`src/rtl/core/decas_pkg.sv`:
```
// decas_pkg: shared constants, action codes and controller/datapath
// command and status types for the decimal add/subtract core
// no dependencies
package decas_pkg;

    // operand capacity in digits
    localparam int MAX_DIGITS = 32;
    localparam int DIGIT_W    = 4;
    localparam int DIGIT_MAX  = 9;
    localparam int DEC_BASE   = 10;

    // digit counts hold 0..MAX_DIGITS, positions 0..MAX_DIGITS+1
    localparam int CNT_W     = $clog2(MAX_DIGITS + 1);
    localparam int ADDR_W    = $clog2(MAX_DIGITS);
    localparam int POS_W     = $clog2(MAX_DIGITS + 2);
    localparam int BUF_DEPTH = MAX_DIGITS + 1;
    localparam int BUF_AW    = $clog2(BUF_DEPTH);

    localparam int ACTION_W = 2;

    typedef enum logic [ACTION_W-1:0] {
        ACT_LOAD_A = 2'd0,
        ACT_LOAD_B = 2'd1,
        ACT_ADD    = 2'd2,
        ACT_SUB    = 2'd3
    } action_t;

    // controller to datapath
    typedef struct packed {
        logic load;       // store one operand digit
        logic init;       // start a compute
        logic init_top;   // start at the top digit (magnitude compare)
        logic add_step;   // one digit of addition
        logic add_carry;  // write the final carry digit
        logic cmp_step;   // one digit of magnitude compare
        logic sub_step;   // one digit of subtraction
        logic emit_init;  // point at the most significant result digit
        logic out_sign;   // load the minus item into the output register
        logic out_digit;  // load one result digit into the output register
        logic finish;     // clear operand counts and drop flag
    } cmd_t;

    // datapath to controller
    typedef struct packed {
        logic len_eq;       // operands have the same effective length
        logic last_pos;     // current position is the top digit
        logic add_carry;    // this addition step carries out
        logic cmp_decided;  // compare reached a differing digit or the bottom
        logic pos_zero;     // emission reached the least significant digit
        logic out_free;     // output register can take an item this cycle
        logic neg;          // subtract result is negative
    } sts_t;

endpackage

```
`src/rtl/core/decas_in_if.sv`:
```
// decas_in_if: input channel of the decimal add/subtract core
// depends on decas_pkg
interface decas_in_if;
    logic                              valid;
    logic                              ready;
    logic [decas_pkg::ACTION_W-1:0]    action;
    logic [decas_pkg::DIGIT_W-1:0]     digit;

    modport source (output valid, output action, output digit, input ready);
    modport sink   (input valid, input action, input digit, output ready);
endinterface

```
`src/rtl/core/decas_out_if.sv`:
```
// decas_out_if: result channel of the decimal add/subtract core
// depends on decas_pkg
interface decas_out_if;
    logic                              valid;
    logic                              ready;
    logic [decas_pkg::DIGIT_W-1:0]     digit_out;
    logic                              minus_sign;
    logic                              last_out;
    logic                              overflow_flag;

    modport source (output valid, output digit_out, output minus_sign,
                    output last_out, output overflow_flag, input ready);
    modport sink   (input valid, input digit_out, input minus_sign,
                    input last_out, input overflow_flag, output ready);
endinterface

```
`src/rtl/core/decas_ram.sv`:
```
// decas_ram: generic single write port, single read port ram with
// registered read data; no dependencies
module decas_ram #(
    parameter int WIDTH = 4,
    parameter int DEPTH = 32
) (
    input  logic                     clk,
    input  logic                     we,
    input  logic [$clog2(DEPTH)-1:0] waddr,
    input  logic [WIDTH-1:0]         wdata,
    input  logic [$clog2(DEPTH)-1:0] raddr,
    output logic [WIDTH-1:0]         rdata
);

    logic [WIDTH-1:0] mem [DEPTH];

    // write port and registered read port
    always_ff @(posedge clk)
    begin
        if (we)
        begin
            mem[waddr] <= wdata;
        end
        rdata <= mem[raddr];
    end

endmodule

```
`src/rtl/core/decas_dp.sv`:
```
// decas_dp: datapath of the decimal add/subtract core: operand stores,
// result buffer, digit arithmetic and output register
// depends on decas_pkg and decas_ram
module decas_dp (
    input  logic                              clk,
    input  logic                              rst_n,
    input  logic [decas_pkg::ACTION_W-1:0]    in_action,
    input  logic [decas_pkg::DIGIT_W-1:0]     in_digit,
    input  decas_pkg::cmd_t                   cmd,
    output decas_pkg::sts_t                   sts,
    input  logic                              out_ready,
    output logic                              out_valid,
    output logic [decas_pkg::DIGIT_W-1:0]     out_digit,
    output logic                              out_minus,
    output logic                              out_last,
    output logic                              out_ovf
);

    localparam int DW = decas_pkg::DIGIT_W;
    localparam int PW = decas_pkg::POS_W;
    localparam int CW = decas_pkg::CNT_W;
    localparam int AW = decas_pkg::ADDR_W;
    localparam int BW = decas_pkg::BUF_AW;

    logic [CW-1:0] first_count_reg, first_count_next;
    logic [CW-1:0] second_count_reg, second_count_next;
    logic          dropped_reg, dropped_next;

    logic [PW-1:0] pos_reg, pos_next;
    logic [PW-1:0] len_reg, len_next;
    logic [PW-1:0] nz_reg, nz_next;
    logic          carry_reg, carry_next;
    logic          neg_reg, neg_next;
    logic          sub_reg, sub_next;

    logic          out_valid_reg, out_valid_next;
    logic [DW-1:0] out_digit_reg, out_digit_next;
    logic          out_minus_reg, out_minus_next;
    logic          out_last_reg, out_last_next;
    logic          out_ovf_reg, out_ovf_next;

    logic [DW-1:0] load_digit;
    logic          is_load_a;
    logic          is_load_b;
    logic          is_sub;
    logic          a_we;
    logic          b_we;
    logic [AW-1:0] a_waddr;
    logic [AW-1:0] b_waddr;
    logic [PW-1:0] a_rtmp;
    logic [PW-1:0] b_rtmp;
    logic [DW-1:0] a_rdata;
    logic [DW-1:0] b_rdata;
    logic [DW-1:0] a_val;
    logic [DW-1:0] b_val;
    logic [PW-1:0] eff_a;
    logic [PW-1:0] eff_b;
    logic [PW-1:0] len_max;

    logic [DW:0]   sum5;
    logic          sum_ge;
    logic [DW-1:0] sum_digit;
    logic [DW-1:0] x_val;
    logic [DW-1:0] y_val;
    logic [DW:0]   sub5;
    logic          sub_lt;
    logic [DW:0]   diff5;
    logic [DW-1:0] diff_digit;

    logic          buf_we;
    logic [DW-1:0] buf_wdata;
    logic [DW-1:0] buf_rdata;
    logic          out_free;

    // load digit clamp and action decode
    assign load_digit = (in_digit > DW'(decas_pkg::DIGIT_MAX))
                        ? DW'(decas_pkg::DIGIT_MAX) : in_digit;
    assign is_load_a  = (in_action == decas_pkg::ACT_LOAD_A);
    assign is_load_b  = (in_action == decas_pkg::ACT_LOAD_B);
    assign is_sub     = (in_action == decas_pkg::ACT_SUB);

    // operand store write side
    assign a_we    = cmd.load && is_load_a
                     && (first_count_reg < CW'(decas_pkg::MAX_DIGITS));
    assign b_we    = cmd.load && is_load_b
                     && (second_count_reg < CW'(decas_pkg::MAX_DIGITS));
    assign a_waddr = first_count_reg[AW-1:0];
    assign b_waddr = second_count_reg[AW-1:0];

    // operand read address: digit pos counted from the least significant end
    assign a_rtmp = PW'(first_count_reg) - PW'(1) - pos_reg;
    assign b_rtmp = PW'(second_count_reg) - PW'(1) - pos_reg;

    decas_ram #(
        .WIDTH (DW),
        .DEPTH (decas_pkg::MAX_DIGITS)
    ) u_first_store (
        .clk   (clk),
        .we    (a_we),
        .waddr (a_waddr),
        .wdata (load_digit),
        .raddr (a_rtmp[AW-1:0]),
        .rdata (a_rdata)
    );

    decas_ram #(
        .WIDTH (DW),
        .DEPTH (decas_pkg::MAX_DIGITS)
    ) u_second_store (
        .clk   (clk),
        .we    (b_we),
        .waddr (b_waddr),
        .wdata (load_digit),
        .raddr (b_rtmp[AW-1:0]),
        .rdata (b_rdata)
    );

    // digits beyond an operand's length read as zero
    assign a_val = (PW'(first_count_reg) > pos_reg) ? a_rdata : '0;
    assign b_val = (PW'(second_count_reg) > pos_reg) ? b_rdata : '0;

    // effective lengths, empty operand counts as one zero digit
    assign eff_a   = (first_count_reg == '0) ? PW'(1) : PW'(first_count_reg);
    assign eff_b   = (second_count_reg == '0) ? PW'(1) : PW'(second_count_reg);
    assign len_max = (eff_a > eff_b) ? eff_a : eff_b;

    // decimal add digit
    assign sum5      = {1'b0, a_val} + {1'b0, b_val} + {{DW{1'b0}}, carry_reg};
    assign sum_ge    = (sum5 >= (DW+1)'(decas_pkg::DEC_BASE));
    assign sum_digit = sum_ge ? DW'(sum5 - (DW+1)'(decas_pkg::DEC_BASE)) : sum5[DW-1:0];

    // decimal subtract digit, operands swapped when the result is negative
    assign x_val      = neg_reg ? b_val : a_val;
    assign y_val      = neg_reg ? a_val : b_val;
    assign sub5       = {1'b0, y_val} + {{DW{1'b0}}, carry_reg};
    assign sub_lt     = ({1'b0, x_val} < sub5);
    assign diff5      = sub_lt ? ({1'b0, x_val} + (DW+1)'(decas_pkg::DEC_BASE) - sub5)
                               : ({1'b0, x_val} - sub5);
    assign diff_digit = diff5[DW-1:0];

    // result buffer, least significant digit at address zero
    assign buf_we = cmd.add_step || cmd.sub_step || cmd.add_carry;

    always_comb
    begin
        priority if (cmd.add_step)
        begin
            buf_wdata = sum_digit;
        end
        else if (cmd.sub_step)
        begin
            buf_wdata = diff_digit;
        end
        else
        begin
            buf_wdata = DW'(1);
        end
    end

    decas_ram #(
        .WIDTH (DW),
        .DEPTH (decas_pkg::BUF_DEPTH)
    ) u_result_buf (
        .clk   (clk),
        .we    (buf_we),
        .waddr (pos_reg[BW-1:0]),
        .wdata (buf_wdata),
        .raddr (pos_reg[BW-1:0]),
        .rdata (buf_rdata)
    );

    // operand counts and drop flag
    always_comb
    begin
        first_count_next  = first_count_reg;
        second_count_next = second_count_reg;
        dropped_next      = dropped_reg;
        if (cmd.load)
        begin
            if (is_load_a)
            begin
                if (a_we)
                begin
                    first_count_next = first_count_reg + CW'(1);
                end
                else
                begin
                    dropped_next = 1'b1;
                end
            end
            if (is_load_b)
            begin
                if (b_we)
                begin
                    second_count_next = second_count_reg + CW'(1);
                end
                else
                begin
                    dropped_next = 1'b1;
                end
            end
        end
        if (cmd.finish)
        begin
            first_count_next  = '0;
            second_count_next = '0;
            dropped_next      = 1'b0;
        end
    end

    // position, carry, sign and nonzero tracking
    always_comb
    begin
        pos_next   = pos_reg;
        len_next   = len_reg;
        nz_next    = nz_reg;
        carry_next = carry_reg;
        neg_next   = neg_reg;
        sub_next   = sub_reg;
        if (cmd.init)
        begin
            pos_next   = cmd.init_top ? (len_max - PW'(1)) : '0;
            len_next   = len_max;
            nz_next    = '0;
            carry_next = 1'b0;
            neg_next   = is_sub && (eff_a < eff_b);
            sub_next   = is_sub;
        end
        if (cmd.add_step)
        begin
            carry_next = sum_ge;
            pos_next   = pos_reg + PW'(1);
        end
        if (cmd.cmp_step)
        begin
            if (a_val != b_val)
            begin
                neg_next = (a_val < b_val);
            end
            pos_next = sts.cmp_decided ? '0 : (pos_reg - PW'(1));
        end
        if (cmd.sub_step)
        begin
            carry_next = sub_lt;
            if (diff_digit != '0)
            begin
                nz_next = pos_reg + PW'(1);
            end
            pos_next = pos_reg + PW'(1);
        end
        if (cmd.emit_init)
        begin
            if (sub_reg)
            begin
                pos_next = (nz_reg == '0) ? '0 : (nz_reg - PW'(1));
            end
            else
            begin
                pos_next = carry_reg ? pos_reg : (pos_reg - PW'(1));
            end
        end
        if (cmd.out_digit && (pos_reg != '0))
        begin
            pos_next = pos_reg - PW'(1);
        end
    end

    // output register, refilled in the cycle it is taken
    assign out_free = !out_valid_reg || out_ready;

    always_comb
    begin
        out_digit_next = out_digit_reg;
        out_minus_next = out_minus_reg;
        out_last_next  = out_last_reg;
        out_ovf_next   = out_ovf_reg;
        out_valid_next = out_valid_reg && !out_ready;
        if (cmd.out_sign)
        begin
            out_valid_next = 1'b1;
            out_digit_next = '0;
            out_minus_next = 1'b1;
            out_last_next  = 1'b0;
            out_ovf_next   = dropped_reg;
        end
        if (cmd.out_digit)
        begin
            out_valid_next = 1'b1;
            out_digit_next = buf_rdata;
            out_minus_next = 1'b0;
            out_last_next  = (pos_reg == '0);
            out_ovf_next   = dropped_reg;
        end
    end

    // control state
    always_ff @(posedge clk or negedge rst_n)
    begin
        if (!rst_n)
        begin
            first_count_reg  <= '0;
            second_count_reg <= '0;
            dropped_reg      <= 1'b0;
            out_valid_reg    <= 1'b0;
        end
        else
        begin
            first_count_reg  <= first_count_next;
            second_count_reg <= second_count_next;
            dropped_reg      <= dropped_next;
            out_valid_reg    <= out_valid_next;
        end
    end

    // working and payload registers
    always_ff @(posedge clk)
    begin
        pos_reg       <= pos_next;
        len_reg       <= len_next;
        nz_reg        <= nz_next;
        carry_reg     <= carry_next;
        neg_reg       <= neg_next;
        sub_reg       <= sub_next;
        out_digit_reg <= out_digit_next;
        out_minus_reg <= out_minus_next;
        out_last_reg  <= out_last_next;
        out_ovf_reg   <= out_ovf_next;
    end

    // status to the controller
    assign sts.len_eq      = (eff_a == eff_b);
    assign sts.last_pos    = (pos_reg == (len_reg - PW'(1)));
    assign sts.add_carry   = sum_ge;
    assign sts.cmp_decided = (a_val != b_val) || (pos_reg == '0);
    assign sts.pos_zero    = (pos_reg == '0);
    assign sts.out_free    = out_free;
    assign sts.neg         = neg_reg;

    assign out_valid = out_valid_reg;
    assign out_digit = out_digit_reg;
    assign out_minus = out_minus_reg;
    assign out_last  = out_last_reg;
    assign out_ovf   = out_ovf_reg;

    // operand counts stay within capacity
    assert property (@(posedge clk) disable iff (!rst_n)
        (first_count_reg <= CW'(decas_pkg::MAX_DIGITS))
        && (second_count_reg <= CW'(decas_pkg::MAX_DIGITS)))
        else $error("operand count beyond capacity");

    // a result is never loaded over one that is still waiting
    assert property (@(posedge clk) disable iff (!rst_n)
        (cmd.out_sign || cmd.out_digit) |-> out_free)
        else $error("output register overwritten");

    // emission reads inside the result buffer
    assert property (@(posedge clk) disable iff (!rst_n)
        cmd.out_digit |-> (pos_reg <= PW'(decas_pkg::MAX_DIGITS)))
        else $error("result position out of range");

    // a finished compute leaves empty operands behind
    assert property (@(posedge clk) disable iff (!rst_n)
        cmd.finish |=> ((first_count_reg == '0) && (second_count_reg == '0)
                        && !dropped_reg))
        else $error("operands not cleared after compute");

endmodule

```
`src/rtl/core/decas_ctrl.sv`:
```
// decas_ctrl: sequencing state machine of the decimal add/subtract core
// depends on decas_pkg
module decas_ctrl (
    input  logic                              clk,
    input  logic                              rst_n,
    input  logic                              in_valid,
    input  logic [decas_pkg::ACTION_W-1:0]    in_action,
    output logic                              in_ready,
    output decas_pkg::cmd_t                   cmd,
    input  decas_pkg::sts_t                   sts
);

    typedef enum logic [11:0] {
        ST_IDLE      = 12'b0000_0000_0001,
        ST_ADD_RD    = 12'b0000_0000_0010,
        ST_ADD_EX    = 12'b0000_0000_0100,
        ST_ADD_CY    = 12'b0000_0000_1000,
        ST_CMP_RD    = 12'b0000_0001_0000,
        ST_CMP_EX    = 12'b0000_0010_0000,
        ST_SUB_RD    = 12'b0000_0100_0000,
        ST_SUB_EX    = 12'b0000_1000_0000,
        ST_PREP      = 12'b0001_0000_0000,
        ST_EMIT_SIGN = 12'b0010_0000_0000,
        ST_EMIT_RD   = 12'b0100_0000_0000,
        ST_EMIT_EX   = 12'b1000_0000_0000
    } state_t;

    state_t state_reg, state_next;

    // next state and commands
    always_comb
    begin
        state_next = state_reg;
        cmd        = '0;
        in_ready   = 1'b0;
        unique case (state_reg)
            ST_IDLE:
            begin
                in_ready = 1'b1;
                if (in_valid)
                begin
                    unique case (decas_pkg::action_t'(in_action))
                        decas_pkg::ACT_LOAD_A, decas_pkg::ACT_LOAD_B:
                        begin
                            cmd.load = 1'b1;
                        end
                        decas_pkg::ACT_ADD:
                        begin
                            cmd.init   = 1'b1;
                            state_next = ST_ADD_RD;
                        end
                        decas_pkg::ACT_SUB:
                        begin
                            cmd.init     = 1'b1;
                            cmd.init_top = sts.len_eq;
                            state_next   = sts.len_eq ? ST_CMP_RD : ST_SUB_RD;
                        end
                        default:
                        begin
                            state_next = ST_IDLE;
                        end
                    endcase
                end
            end
            ST_ADD_RD:
            begin
                state_next = ST_ADD_EX;
            end
            ST_ADD_EX:
            begin
                cmd.add_step = 1'b1;
                if (sts.last_pos)
                begin
                    state_next = sts.add_carry ? ST_ADD_CY : ST_PREP;
                end
                else
                begin
                    state_next = ST_ADD_RD;
                end
            end
            ST_ADD_CY:
            begin
                cmd.add_carry = 1'b1;
                state_next    = ST_PREP;
            end
            ST_CMP_RD:
            begin
                state_next = ST_CMP_EX;
            end
            ST_CMP_EX:
            begin
                cmd.cmp_step = 1'b1;
                state_next   = sts.cmp_decided ? ST_SUB_RD : ST_CMP_RD;
            end
            ST_SUB_RD:
            begin
                state_next = ST_SUB_EX;
            end
            ST_SUB_EX:
            begin
                cmd.sub_step = 1'b1;
                state_next   = sts.last_pos ? ST_PREP : ST_SUB_RD;
            end
            ST_PREP:
            begin
                cmd.emit_init = 1'b1;
                state_next    = sts.neg ? ST_EMIT_SIGN : ST_EMIT_RD;
            end
            ST_EMIT_SIGN:
            begin
                if (sts.out_free)
                begin
                    cmd.out_sign = 1'b1;
                    state_next   = ST_EMIT_RD;
                end
            end
            ST_EMIT_RD:
            begin
                state_next = ST_EMIT_EX;
            end
            ST_EMIT_EX:
            begin
                if (sts.out_free)
                begin
                    cmd.out_digit = 1'b1;
                    if (sts.pos_zero)
                    begin
                        cmd.finish = 1'b1;
                        state_next = ST_IDLE;
                    end
                    else
                    begin
                        state_next = ST_EMIT_RD;
                    end
                end
            end
            default:
            begin
                state_next = ST_IDLE;
            end
        endcase
    end

    // state register
    always_ff @(posedge clk or negedge rst_n)
    begin
        if (!rst_n)
        begin
            state_reg <= ST_IDLE;
        end
        else
        begin
            state_reg <= state_next;
        end
    end

    // the minus item is only sent for a negative difference
    assert property (@(posedge clk) disable iff (!rst_n)
        cmd.out_sign |-> sts.neg)
        else $error("minus item for a non-negative result");

    // a compute ends only on its least significant digit
    assert property (@(posedge clk) disable iff (!rst_n)
        cmd.finish |-> (cmd.out_digit && sts.pos_zero))
        else $error("compute finished before its last digit");

endmodule

```
`src/rtl/core/decimal_add_subtract_core.sv`:
```
// decimal_add_subtract_core: top level of the decimal add/subtract block
// depends on decas_pkg, decas_in_if, decas_out_if, decas_ctrl, decas_dp
//
// usage
//   din carries one transaction per action: load a digit of the first or
//   second operand (most significant first), or compute add / subtract.
//   digits above nine load as nine; digits past capacity are dropped and
//   reported through overflow_flag on every result of the next compute.
//   dout carries the answer, most significant digit first, with an
//   optional leading minus transaction and last_out on the final digit.
// sequence
//   a load is taken while idle. a compute walks the operand stores
//   through their single read ports, with a read state and an execute
//   state per digit: one pass of length L (the longer operand) for add,
//   plus up to L more for the magnitude compare of a subtract with equal
//   lengths, then a read and an execute state per result digit to read
//   the result buffer back, with an extra state for a final carry or a
//   minus transaction. din is not ready during a compute.
// reset and stall
//   reset empties both operands and the output register; no clearing
//   pass is needed. a stalled dout holds its transaction and the walk
//   waits; loads are taken again once the final digit is registered.
module decimal_add_subtract_core (
    input  logic         clk,
    input  logic         rst_n,
    decas_in_if.sink     din,
    decas_out_if.source  dout
);

    decas_pkg::cmd_t cmd;
    decas_pkg::sts_t sts;

    decas_ctrl u_ctrl (
        .clk       (clk),
        .rst_n     (rst_n),
        .in_valid  (din.valid),
        .in_action (din.action),
        .in_ready  (din.ready),
        .cmd       (cmd),
        .sts       (sts)
    );

    decas_dp u_dp (
        .clk       (clk),
        .rst_n     (rst_n),
        .in_action (din.action),
        .in_digit  (din.digit),
        .cmd       (cmd),
        .sts       (sts),
        .out_ready (dout.ready),
        .out_valid (dout.valid),
        .out_digit (dout.digit_out),
        .out_minus (dout.minus_sign),
        .out_last  (dout.last_out),
        .out_ovf   (dout.overflow_flag)
    );

endmodule

```
`src/flat_wrapper.sv`:
```
// flat-port wrapper written by rule: the top's interface ports become plain ports
module decimal_add_subtract_core_flat 
  (clk, rst_n, din_valid, din_action, din_digit, din_ready, dout_valid, dout_digit_out, dout_minus_sign, dout_last_out, dout_overflow_flag, dout_ready);
  decas_in_if din_i ();
  decas_out_if dout_i ();
  input  logic clk;
  input  logic rst_n;
  input wire logic [$bits(din_i.valid)-1:0] din_valid;
  input wire logic [$bits(din_i.action)-1:0] din_action;
  input wire logic [$bits(din_i.digit)-1:0] din_digit;
  output wire logic [$bits(din_i.ready)-1:0] din_ready;
  output wire logic [$bits(dout_i.valid)-1:0] dout_valid;
  output wire logic [$bits(dout_i.digit_out)-1:0] dout_digit_out;
  output wire logic [$bits(dout_i.minus_sign)-1:0] dout_minus_sign;
  output wire logic [$bits(dout_i.last_out)-1:0] dout_last_out;
  output wire logic [$bits(dout_i.overflow_flag)-1:0] dout_overflow_flag;
  input wire logic [$bits(dout_i.ready)-1:0] dout_ready;
  assign din_i.valid = din_valid;
  assign din_i.action = din_action;
  assign din_i.digit = din_digit;
  assign din_ready = din_i.ready;
  assign dout_valid = dout_i.valid;
  assign dout_digit_out = dout_i.digit_out;
  assign dout_minus_sign = dout_i.minus_sign;
  assign dout_last_out = dout_i.last_out;
  assign dout_overflow_flag = dout_i.overflow_flag;
  assign dout_i.ready = dout_ready;
  decimal_add_subtract_core u_core (.clk(clk), .rst_n(rst_n), .din(din_i), .dout(dout_i));
endmodule
```
`config.mk`:
```
export PLATFORM = sky130hd
export DESIGN_NAME = decimal_add_subtract_core_flat
export DESIGN_NICKNAME = d
export VERILOG_FILES = /design/src/rtl/core/decas_pkg.sv /design/src/rtl/core/decas_in_if.sv /design/src/rtl/core/decas_out_if.sv /design/src/rtl/core/decas_ram.sv /design/src/rtl/core/decas_dp.sv /design/src/rtl/core/decas_ctrl.sv /design/src/rtl/core/decimal_add_subtract_core.sv /design/src/flat_wrapper.sv
export SDC_FILE = /design/constraint.sdc
export NUM_CORES = 1
export LEC_CHECK = 0
export BUFFER_PORTS_ARGS = -buffer_cell sky130_fd_sc_hd__buf_4
export CAP_MARGIN = 20
export CORE_MARGIN = 4
export CORE_UTILIZATION = 45
export DETAILED_ROUTE_END_ITERATION = 10
export PLACE_DENSITY_LB_ADDON = 0.12
export SETUP_SLACK_MARGIN = 0.02
export SYNTH_ARGS = -nofsm -noshare
export SYNTH_HDL_FRONTEND = slang
export SYNTH_SLANG_ARGS = --single-unit
export TNS_END_PERCENT = 50
```
`constraint.sdc`:
```
create_clock -name clk -period 7.3 [get_ports clk]
set_input_delay 1.095 -clock clk [delete_from_list [all_inputs] [get_ports clk]]
set_output_delay 1.095 -clock clk [all_outputs]
set_load 0.01 [all_outputs]
```
# Word-level counts from Yosys, hierarchy flattened
# Memory sizes are Yosys's and may differ from the RTL's. A register that Yosys moved wholly into a read port is not among the register bits.
# Index checks and enable logic that the tools add are counted.
op_classes:
  mul: 0
  n_reduce_logical: 34
  n_shift: 0
  n_eq_ne: 23
  muxes: 88
  div_mod_pow: 0
  n_addsub: 18
  bitwise: 0
  order_cmp: 10
ops:
  columns: ["operator", "n"]
  rows:
  - ["$mux 6", 25]
  - ["$pmux 12 s12", 1]
  - ["$mux 4", 11]
  - ["$mux 1", 36]
  - ["$mux 12", 3]
  - ["$mux 9", 3]
  - ["$logic_not 6->1", 4]
  - ["$pmux 12 s2", 1]
  - ["$sub 6x1->6 const B", 4]
  - ["$mux 11", 2]
  - ["$add 6x1->6 const B", 3]
  - ["$gt 6x6->1", 3]
  - ["$mux 7", 2]
  - ["$eq 12x1->1 const B", 1]
  - ["$eq 12x10->1 const B", 1]
  - ["$eq 12x11->1 const B", 1]
  - ["$eq 12x12->1 const B", 1]
  - ["$eq 12x2->1 const B", 1]
  - ["$eq 12x3->1 const B", 1]
  - ["$eq 12x4->1 const B", 1]
  - ["$eq 12x5->1 const B", 1]
  - ["$eq 12x6->1 const B", 1]
  - ["$eq 12x7->1 const B", 1]
  - ["$eq 12x8->1 const B", 1]
  - ["other kinds (36)", 64]
word_totals:
  latch_bits: 0
  mem_bits_ro: 0
  ff_bits: 54
  word_cells: 191
  in_bits: 10
  output_inout_bits: 9
  mem_count: 3
  mem_bits_rw: 388
memory_table:
  columns: ["name", "words", "width", "rd", "rd_ports_with_merged_regs", "wr", "line", "source"]
  rows:
  - ["u_core.u_dp.u_result_buf.mem", 33, 4, 1, 1, 1, "decas_ram.sv:15", "logic [WIDTH-1:0] mem [DEPTH];"]
  - ["u_core.u_dp.u_first_store.mem", 32, 4, 1, 1, 1, "decas_ram.sv:15", null]
  - ["u_core.u_dp.u_second_store.mem", 32, 4, 1, 1, 1, "decas_ram.sv:15", null]

# Depth between registers and ports, before layout
# Gate-level depths: netlist (run 1).
depth:
  ltp_word: 14
  mapped_depth: 23
  mapped_depth_nobuf: 21

# Modules after synthesis
# Synthesis (run 1) repeated with hierarchy kept, for this count alone.
unflattened:
  hier_cells: 1412
  hier_area_um2: 21018.9
by_module_without_submodules:
  columns: ["module", "area_per_inst_um2", "cells_each", "seq_area_each_um2", "instances"]
  rows:
  - ["decas_ram at u_core.u_dp.u_first_store ...", 5138.7, 231, 3923.8, 2]
  - ["decas_ram at u_core.u_dp.u_result_buf", 5480.3, 325, 4043.9, 1]
  - ["decas_dp", 4337.9, 517, 1111.1, 1]
  - ["decas_ctrl", 923.4, 108, 301.5, 1]

# Worst setup path after synthesis (run 1)
# Ideal clock, no wire load.
synth_path:
  path_type: "flip-flop to flip-flop"
  from: "reg u_core.u_dp.pos_reg[1]"
  to: "mem u_core.u_dp.u_result_buf.mem[0][2] (data pin)"
  t_required_ns: 6.914
  synth_period_minus_slack_ns: 5.651
  t_arrival_ns: 5.266
  n_path_buf: 2
  path_stages_with_launch: 19
  slack_ns: 1.649
  setup_time_ns: 0.386
  path_cell_list: "edfxtp_1 > clkbuf_1 > inv_1 > clkbuf_1 > ha_1 > nand3b_1 > a21o_1 > a21oi_1 > and2_1 > inv_1 > fa_1 > inv_1 > fa_1 > inv_1 > ha_1 > nand2_1 > a211oi_1 > mux2_2 > o22ai_1"
synth_between:
  elab_chain_len: 8
  word_cells_on_any_way: 19
  cone_classes: "add/sub (7); order compare (4); mux (8)"
synth_lines:
  columns: ["item", "line", "source"]
  rows:
  - ["start, declared", "decas_dp.sv:29", "logic [PW-1:0] pos_reg, pos_next;"]
  - ["start signal, assigned", "decas_dp.sv:318", "pos_reg <= pos_next;"]
  - ["branches (longest 7 deep; another with $gt 6x6->1)", null, null]
  - ["$mux 4 *", "decas_dp.sv:146", "priority if (cmd.add_step)"]
  - ["net u_core.u_dp.buf_wdata[2]", "decas_dp.sv:71", "logic [DW-1:0] buf_wdata;"]
  - ["end, declared", "decas_ram.sv:15", null]
# Mark *: on every way through the listed nets, which the timed path passes.

# Worst setup path after layout (run 1)
layout_path:
  from: "reg u_core.u_dp.pos_reg[4]"
  to: "mem u_core.u_dp.u_result_buf.mem[3][2] (data pin)"
# Same word-level chain as after synthesis.

==> results of run 1 <==
==> critical path, stage by stage, from the launching register on <==
cell and delay, ns:
edfxtp_1 0.60, clkinv_1 0.46, ha_1 0.47, a21o_1 0.17, a21oi_1 0.28, a21oi_1 0.21, and2_1 0.25, nand2_1 0.07
o21ai_0 0.08, ha_1 0.23, ha_1 0.34, inv_1 0.06, ha_1 0.28, nor2b_1 0.13, o21a_1 0.16, o21ai_0 0.11
a222oi_1 0.83, mux2_2 0.43, o22ai_2 0.15, buf_4 0.33
==> cells by family (layout without fill, tap and decap cells) <==
| kind of cell | Yosys count | after routing | synth area share |
|---|---|---|---|
| AOI/OAI and AO/OA | 169 | 169 | 0.0566 |
| xor gates and xnor gates | 50 | 50 | 0.0214 |
| adders and majority gates | 58 | 58 | 0.0377 |
| buffers and inverters | 113 | 187 | 0.0212 |
| DFF | 454 | 454 | 0.650 |
| muxes | 144 | 144 | 0.126 |
| and+or+nand+nor | 389 | 389 | 0.0871 |
==> power by group through the flow <==
stage	Sequential (mW)	Combinational (mW)	Clock, mW
2_1_floorplan	3.09	2.54	0
3_3_place_gp	3.17	3.34	0
3_5_place_dp	3.17	3.35	0
4_1_cts	3.12	3.36	2.54
5_1_grt	3.14	3.66	2.64
6_report	3.12	3.32	2.47
==> area by class of cell <==
type / count / area [µm²]
inverter: 56 / 210
clock buffer: 63 / 1360
tap: 592 / 741
multi-input combinational: 810 / 6770
timing repair buffer: 41 / 308
fill: 3709 / 21600
sequential: 454 / 13300
clock inverter: 27 / 263
==> Yosys cell counts, types with 5 or more instances <==
| library cell | n | area share |
|---|---|---|
| o211ai_1 | 5 | 0.0018 |
| a31oi_1 | 9 | 0.0028 |
| xnor2_1 | 34 | 0.015 |
| a22oi_1 | 9 | 0.0033 |
| dfxtp_1 | 20 | 0.020 |
| o22ai_1 | 11 | 0.0034 |
| ha_1 | 52 | 0.032 |
| clkbuf_1 | 47 | 0.0086 |
| nor3_1 | 24 | 0.0059 |
| xor2_1 | 16 | 0.0068 |
| or3_1 | 8 | 0.0024 |
| a21oi_1 | 37 | 0.0090 |
| a21o_1 | 12 | 0.0044 |
| o21ai_0 | 36 | 0.0088 |
| fa_1 | 6 | 0.0059 |
| nor2_1 | 170 | 0.031 |
| nor2b_1 | 6 | 0.0018 |
| nor4_1 | 5 | 0.0015 |
| buf_1 | 7 | 0.0013 |
| mux4_2 | 88 | 0.097 |
| inv_1 | 53 | 0.0097 |
| nand2b_1 | 9 | 0.0028 |
| mux2_2 | 24 | 0.013 |
| and2_1 | 6 | 0.0018 |
| mux2i_1 | 31 | 0.015 |
| o221ai_1 | 5 | 0.0021 |
| dfrtp_1 | 25 | 0.031 |
| nand3b_1 | 9 | 0.0033 |
| nand2_1 | 87 | 0.016 |
| nand3_1 | 30 | 0.0073 |
| a221oi_1 | 13 | 0.0056 |
| edfxtp_1 | 408 | 0.60 |
| nand4_1 | 8 | 0.0024 |
| and3_1 | 8 | 0.0024 |
==> through the flow <==
step | instances | hold WS (ns) | cell area [µm²] | total power [mW]
floorplan | 1377 | 0.426 | 20500 | 5.63
finish | 2043 | 0.434 | 23000 | 8.91
CTS | 2042 | 0.407 | 22900 | 9.02
detailed placement | 1952 | 0.438 | 21300 | 6.52
global placement | 1952 | 0.441 | 21300 | 6.51
global route | 2043 | 0.441 | 23000 | 9.44
==> per-layer routing <==
metal,share of wire,vias to the layer above,global-route usage
li1,-,5362,-
met1,0.44,5902,0.270
met2,0.47,353,0.302
met3,0.056,90,0.0280
met4,0.030,0,0.0666
met5,0,-,0
==> placed cells by master (no fill, tap or decap), drive strengths merged, types with 11 or more instances in the layout <==
| cell type | n |
|---|---|
| nor3 | 24 |
| a21oi | 38 |
| clkinv | 20 |
| xor2 | 16 |
| a21o | 12 |
| edfxtp | 408 |
| o22ai | 11 |
| mux2 | 25 |
| buf | 41 |
| o21ai | 36 |
| dfrtp | 25 |
| mux2i | 31 |
| nand3 | 30 |
| mux4 | 88 |
| ha | 52 |
| nand2 | 88 |
| nor2 | 170 |
| a221oi | 13 |
| xnor2 | 34 |
| dfxtp | 20 |
| inv | 56 |
| clkbuf | 63 |
==> path summary, 6_finish.rpt <==
kind / start / cells past startpoint / to
max: u_core.u_dp.pos_reg[4] / 19 / u_core.u_dp.u_result_buf.mem[3][2]
min: rst_n / 1 / u_core.u_dp.second_count_reg[5]
max reg2reg: u_core.u_dp.pos_reg[4] / 19 / u_core.u_dp.u_result_buf.mem[3][2]
min reg2reg: u_core.u_dp.dropped_reg / 0 / u_core.u_dp.out_ovf
max in group asynchronous: rst_n / 1 / u_core.u_ctrl.state_reg[0]
min in group clk: u_core.u_dp.dropped_reg / 0 / u_core.u_dp.out_ovf
==> results_dict.tcl, run 1 <==
set metrics [dict create \
    largest_reg_flops 132 \
    ctsHoldBuffers 0 \
    setup_viol 0 \
    track_usage 0.190 \
    die_h_um 221 \
    final-max-slew-violation-count 0 \
    drc 0 \
    rsz0062_at_grt "no" \
    post-route-min-period_ns 5.90 \
    row_count 77 \
    dp_worst_setup_slack_ns 1.48 \
    cp-end-kind "flip-flop" \
    clkPwrFrac 0.277 \
    fin_crit_sh 0.808 \
    synth_fp_nets 1445 \
    drive_above_1_share 0.174 \
    gp_congestion 0.877 \
    seq_power_share 0.350 \
    dieArea_mm2 0.0489 \
    syn-mean-instance-area_um2 14.9 \
    post_cts_buffers 0 \
    power.density_mw_per_mm2 388 \
    wl_per_cell_um 22.9 \
    fmax_mhz 170 \
    path_max_fanout 33 \
    synth-seq-cells 454 \
    grt_pass1_vias 11719 \
    start_util 0.459 \
    hpwl_um 30900 \
    syn_inst 1377 \
    synthArstFlopShare 0.0573 \
    path_class "flip-flop to flip-flop" \
    viasPerCell 5.73 \
    p_leak_nw 7.91 \
    grt_max_degree 68 \
    worst_slew_pin_slew_ns 1.11 \
    via_count 11707 \
    fin_util 0.515 \
    tns_ns 0 \
    worstPathRequired_ns 7.66 \
    ant_nets 0 \
    coreArea_mm2 0.0446 \
    synth_edf_count 408 \
    pwr-share-comb 0.373 \
    post_cts_resized 0 \
    grt_overflow 0 \
    grt_pass1_wl_um 72200 \
    hp-class "input port to asynchronous set/reset pin" \
    synth.yosys.seq_area_share 0.650 \
    worst_clock_skew_ns 0.0183 \
    io_pins 19 \
    root_buffer "clkbuf_16" \
    setup_ws_ns 1.40 \
    dieWidth_um 221 \
    nets 1480 \
    area_growth_pct 12.2 \
    tritoncts "built" \
    hold_viol_final 0 \
    worst_setup_path_start_kind "flip-flop" \
    antenna_found_initial 0 \
    status "finished, final reports clean" \
    slew-limit-headroom 0.253 \
    cts.clk_slew.worst_paths_ns 0.06 \
    cts_buffers 49 \
    cap_violations 0 \
    vdd_drop_max_mv 0.208 \
    p_sw_mw 2.95 \
    regMostFlops "u_core.u_dp.u_result_buf.mem" \
    num_antenna_cells 0 \
    cts_max_level 2 \
    p_int_mw 5.97 \
    r2r_setup_slack_ns 1.40 \
    arrival_ns 6.26 \
    swShare 0.331 \
    clk_latency_ns 0.59 \
    portBuffers 18 \
    ys_types 72 \
    ctsLongestPathBuffers 3 \
    numClockSinks 454 \
    drt_iter0_markers 952 \
    syn_area_mm2 0.0205 \
    ys.flop_type "edfxtp_1" \
    reg.largest.list "u_core.u_dp.u_result_buf.mem (132), u_core.u_dp.u_first_store.mem (128), u_core.u_dp.u_second_store.mem (128)" \
    ys_warn_count 0 \
    wl_um 46800 \
    firstDrtPassIters 5 \
]
(Power assumes the default switching activity.)
==> run 2: changes to the inputs <==
--- a/config.mk
+++ b/config.mk
@@ -5,6 +5,7 @@
 export SDC_FILE = /design/constraint.sdc
 export NUM_CORES = 1
 export LEC_CHECK = 0
+export ABC_AREA = 1
 export BUFFER_PORTS_ARGS = -buffer_cell sky130_fd_sc_hd__buf_4
 export CAP_MARGIN = 20
 export CORE_MARGIN = 4
==> constraint.sdc (replaced) <==
create_clock -name clk -period 6.1 [get_ports clk]
set_input_delay 0.915 -clock clk [delete_from_list [all_inputs] [get_ports clk]]
set_output_delay 0.915 -clock clk [all_outputs]
set_load 0.01 [all_outputs]
==> run 2 against run 1 <==
  * Non-clock buffer count shrank 10
  * Global-route usage rose by 0.95 points
  * Critical path type unchanged
  * Fmax rose by 20%
  * Sequential share of layout area rose by 0.054 points
  * Critical endpoint is now u_core.u_dp.u_result_buf.mem[31][3]
  * Clock-buffer cell count increased by 8
  * Design area hardly changed
  * Via count increased by 17%
  * Largest cell class unchanged
  * Die area increased by 1.2%
  * Synthesized cell count grew 33%
==> results_dict.tcl, run 2 <==
set metrics [dict create \
    power.density_mw_per_mm2 484 \
    post-route-min-period_ns 4.90 \
    total_power_mw 11.1 \
    ant_nets 0 \
    dieArea_mm2 0.0495 \
    viasPerCell 5.53 \
    yosysTopAreaCell "edfxtp_1" \
    r2r_end "u_core.u_dp.u_result_buf.mem[31][3]" \
    cts_buffers 48 \
    syn_inst 1832 \
    worst_setup_path_start_kind "flip-flop" \
    p_leak_nw 8.38 \
    syn_area_mm2 0.0207 \
    synth_compound_area_frac 0.0957 \
    synthArstFlopShare 0.0573 \
    muxShareOfSynthArea 0.00870 \
    synth-simple-area-share 0.157 \
    drive_above_1_share 0.0973 \
    use_met3 0.0321 \
    r2r_cells 24 \
    root_buffer "clkbuf_16" \
    place_area_mm2 0.0214 \
    layout_common_cells "edfxtp_1, nor2_1, nand2_1" \
    grt.busiest_layer "met2" \
    dp_worst_setup_slack_ns 0.804 \
    drt_iter0_markers 1387 \
    cap_violations 0 \
    die_h_um 223 \
    reg.largest.list "u_core.u_dp.u_result_buf.mem (132), u_core.u_dp.u_first_store.mem (128), u_core.u_dp.u_second_store.mem (128)" \
    dieWidth_um 223 \
    ys_warn_count 0 \
    cts_max_level 2 \
    final_common_cell "edfxtp_1" \
    ys.flop_type "edfxtp_1" \
    slew-limit-headroom 0.374 \
    worst_hold_slack_ns 0.257 \
    syn-mean-instance-area_um2 11.3 \
    finalNonFillerCells 2480 \
    arrival_ns 5.21 \
    setup_ws_ns 1.20 \
    synthMostInstantiatedCell "edfxtp_1" \
    synth_top_family_by_area "simple AND/OR/NAND/NOR gates" \
    grt.met2_usage 0.319 \
    r2r_setup_slack_ns 1.20 \
    worst_clock_skew_ns 0.0251 \
    setup_viol 0 \
    fin_util 0.504 \
    vdd_drop_max_mv 0.279 \
    regMostFlops "u_core.u_dp.u_result_buf.mem" \
    synth.yosys.seq_area_share 0.642 \
    post_cts_buffers 0 \
    ctsLongestPathBuffers 3 \
    synth.area.top_cells "edfxtp_1, nor2_1, nand2_1" \
    wl_um 50100 \
    coreArea_mm2 0.0455 \
    synth_fp_nets 1900 \
    drc 0 \
    row_count 78 \
    firstDrtPassIters 6 \
    via_count 13705 \
    post-place-cells 2389 \
    numClockSinks 454 \
    portBuffers 18 \
    hpwl_um 32900 \
    fmax_mhz 204 \
    nets 1911 \
    synth_edf_count 408 \
    status "finished, final reports clean" \
    synth_top_area_frac 0.592 \
    grt_pass1_vias 13529 \
    area_growth_pct 10.7 \
    grt_overflow 0 \
    antenna_found_initial 0 \
    worstPathRequired_ns 6.40 \
    path_max_fanout 33 \
    tns_ns 0 \
    track_usage 0.199 \
    clk_latency_ns 0.59 \
    path_class "flip-flop to flip-flop" \
    hp-class "input port to asynchronous set/reset pin" \
    cp-end-kind "flip-flop" \
    gp_congestion 0.869 \
    worst_slew_pin_slew_ns 0.939 \
    post_cts_resized 0 \
    start_util 0.455 \
    cts.clk_slew.worst_paths_ns 0.06 \
    rsz0062_at_grt "no" \
    ys_types 63 \
    io_pins 19 \
    synth_commonest_cells "edfxtp_1, nor2_1, nand2_1" \
    final-max-slew-violation-count 0 \
    grt_util_met1 0.283 \
    grt_pass1_wl_um 78300 \
    synthXorXnorAreaFrac 0.0127 \
    wl_per_cell_um 20.2 \
    largest_reg_flops 132 \
    synth-seq-cells 454 \
    grt_max_degree 67 \
    fin_crit_sh 0.804 \
    tritoncts "built" \
    ctsHoldBuffers 0 \
    r2r-start "u_core.u_dp.pos_reg[2]" \
    hold_viol_final 0 \
    num_antenna_cells 0 \
    synthAdderAreaFrac 0.0372 \
    fin_area_mm2 0.0229 \
]
## run 2: changes by cell type in the layout (fill, tap and decap cells not counted), sizes merged, moves of 16 or more
cell	previous run	this run
nor2	170	385
nand2	88	229
inv	56	164
mux4	88	0
o32ai	3	65
o21ai	36	87
nand3	30	68
mux2i	31	0
xnor2	34	13
a22oi	9	27
nand4	8	24
## run 2: worst max path at each step
stage                                      start  slack, ns                                   to  depth (start not counted)
after floorplan           u_core.u_dp.pos_reg[5]       1.62   u_core.u_dp.u_result_buf.mem[0][2]                         24
after global placement    u_core.u_dp.pos_reg[2]       1.02   u_core.u_dp.u_result_buf.mem[0][3]                         23
after detailed placement  u_core.u_dp.pos_reg[2]       0.80   u_core.u_dp.u_result_buf.mem[0][3]                         23
after CTS                 u_core.u_dp.pos_reg[2]       0.74  u_core.u_dp.u_result_buf.mem[25][3]                         23
after global routing      u_core.u_dp.pos_reg[2]       0.75  u_core.u_dp.u_result_buf.mem[31][3]                         25
final                     u_core.u_dp.pos_reg[2]       1.20  u_core.u_dp.u_result_buf.mem[31][3]                         24
## run 2: layer usage
layer,share of wire,vias to the layer above
met1,0.45,6703
li1,-,6538
met4,0.029,0
met3,0.053,91
met5,0,-
met2,0.47,373
## run 2: worst max-delay path: stages, from the launching register on
cell and delay (ns):
edfxtp_1 0.59, inv_1 0.22, ha_1 0.45, nand2_1 0.10, nor2_1 0.15, nand3_1 0.13, nand2_1 0.09, inv_1 0.07
nand2_1 0.15, o21ai_0 0.12, ha_1 0.23, ha_1 0.34, inv_1 0.07, ha_1 0.30, inv_1 0.07, ha_1 0.13
inv_1 0.05, fa_1 0.37, xnor2_1 0.17, xor2_1 0.16, inv_1 0.06, nand2_1 0.06, nand2_1 0.07, a22o_1 0.26
buf_16 0.18
## run 2: layout make-up
class / instances / area, µm²
inverters: 171 / 646
fillers: 4136 / 22500
multi-input cells: 1137 / 6490
clock buffers: 71 / 1330
well taps: 600 / 751
repair buffers: 31 / 280
flip-flops and latches: 454 / 13300
clock inverters: 16 / 138
## run 2: cells by family (layout without fill, tap and decap cells)
logic type | after synthesis | in the layout
AOI/OAI and AO/OA | 285 | 285
xor gates and xnor gates | 30 | 30
adders and majority gates | 58 | 58
buffers and inverters | 241 | 289
DFF | 454 | 454
muxes | 16 | 16
and+or+nand+nor | 748 | 748
## run 2: power by group
part	total (mW)	switching [mW]	leakage [nW]	internal, mW
sequential	3.69	0.149	4.28	3.54
combinational	4.68	3.08	3.39	1.60
clock	2.74	1.18	0.703	1.55
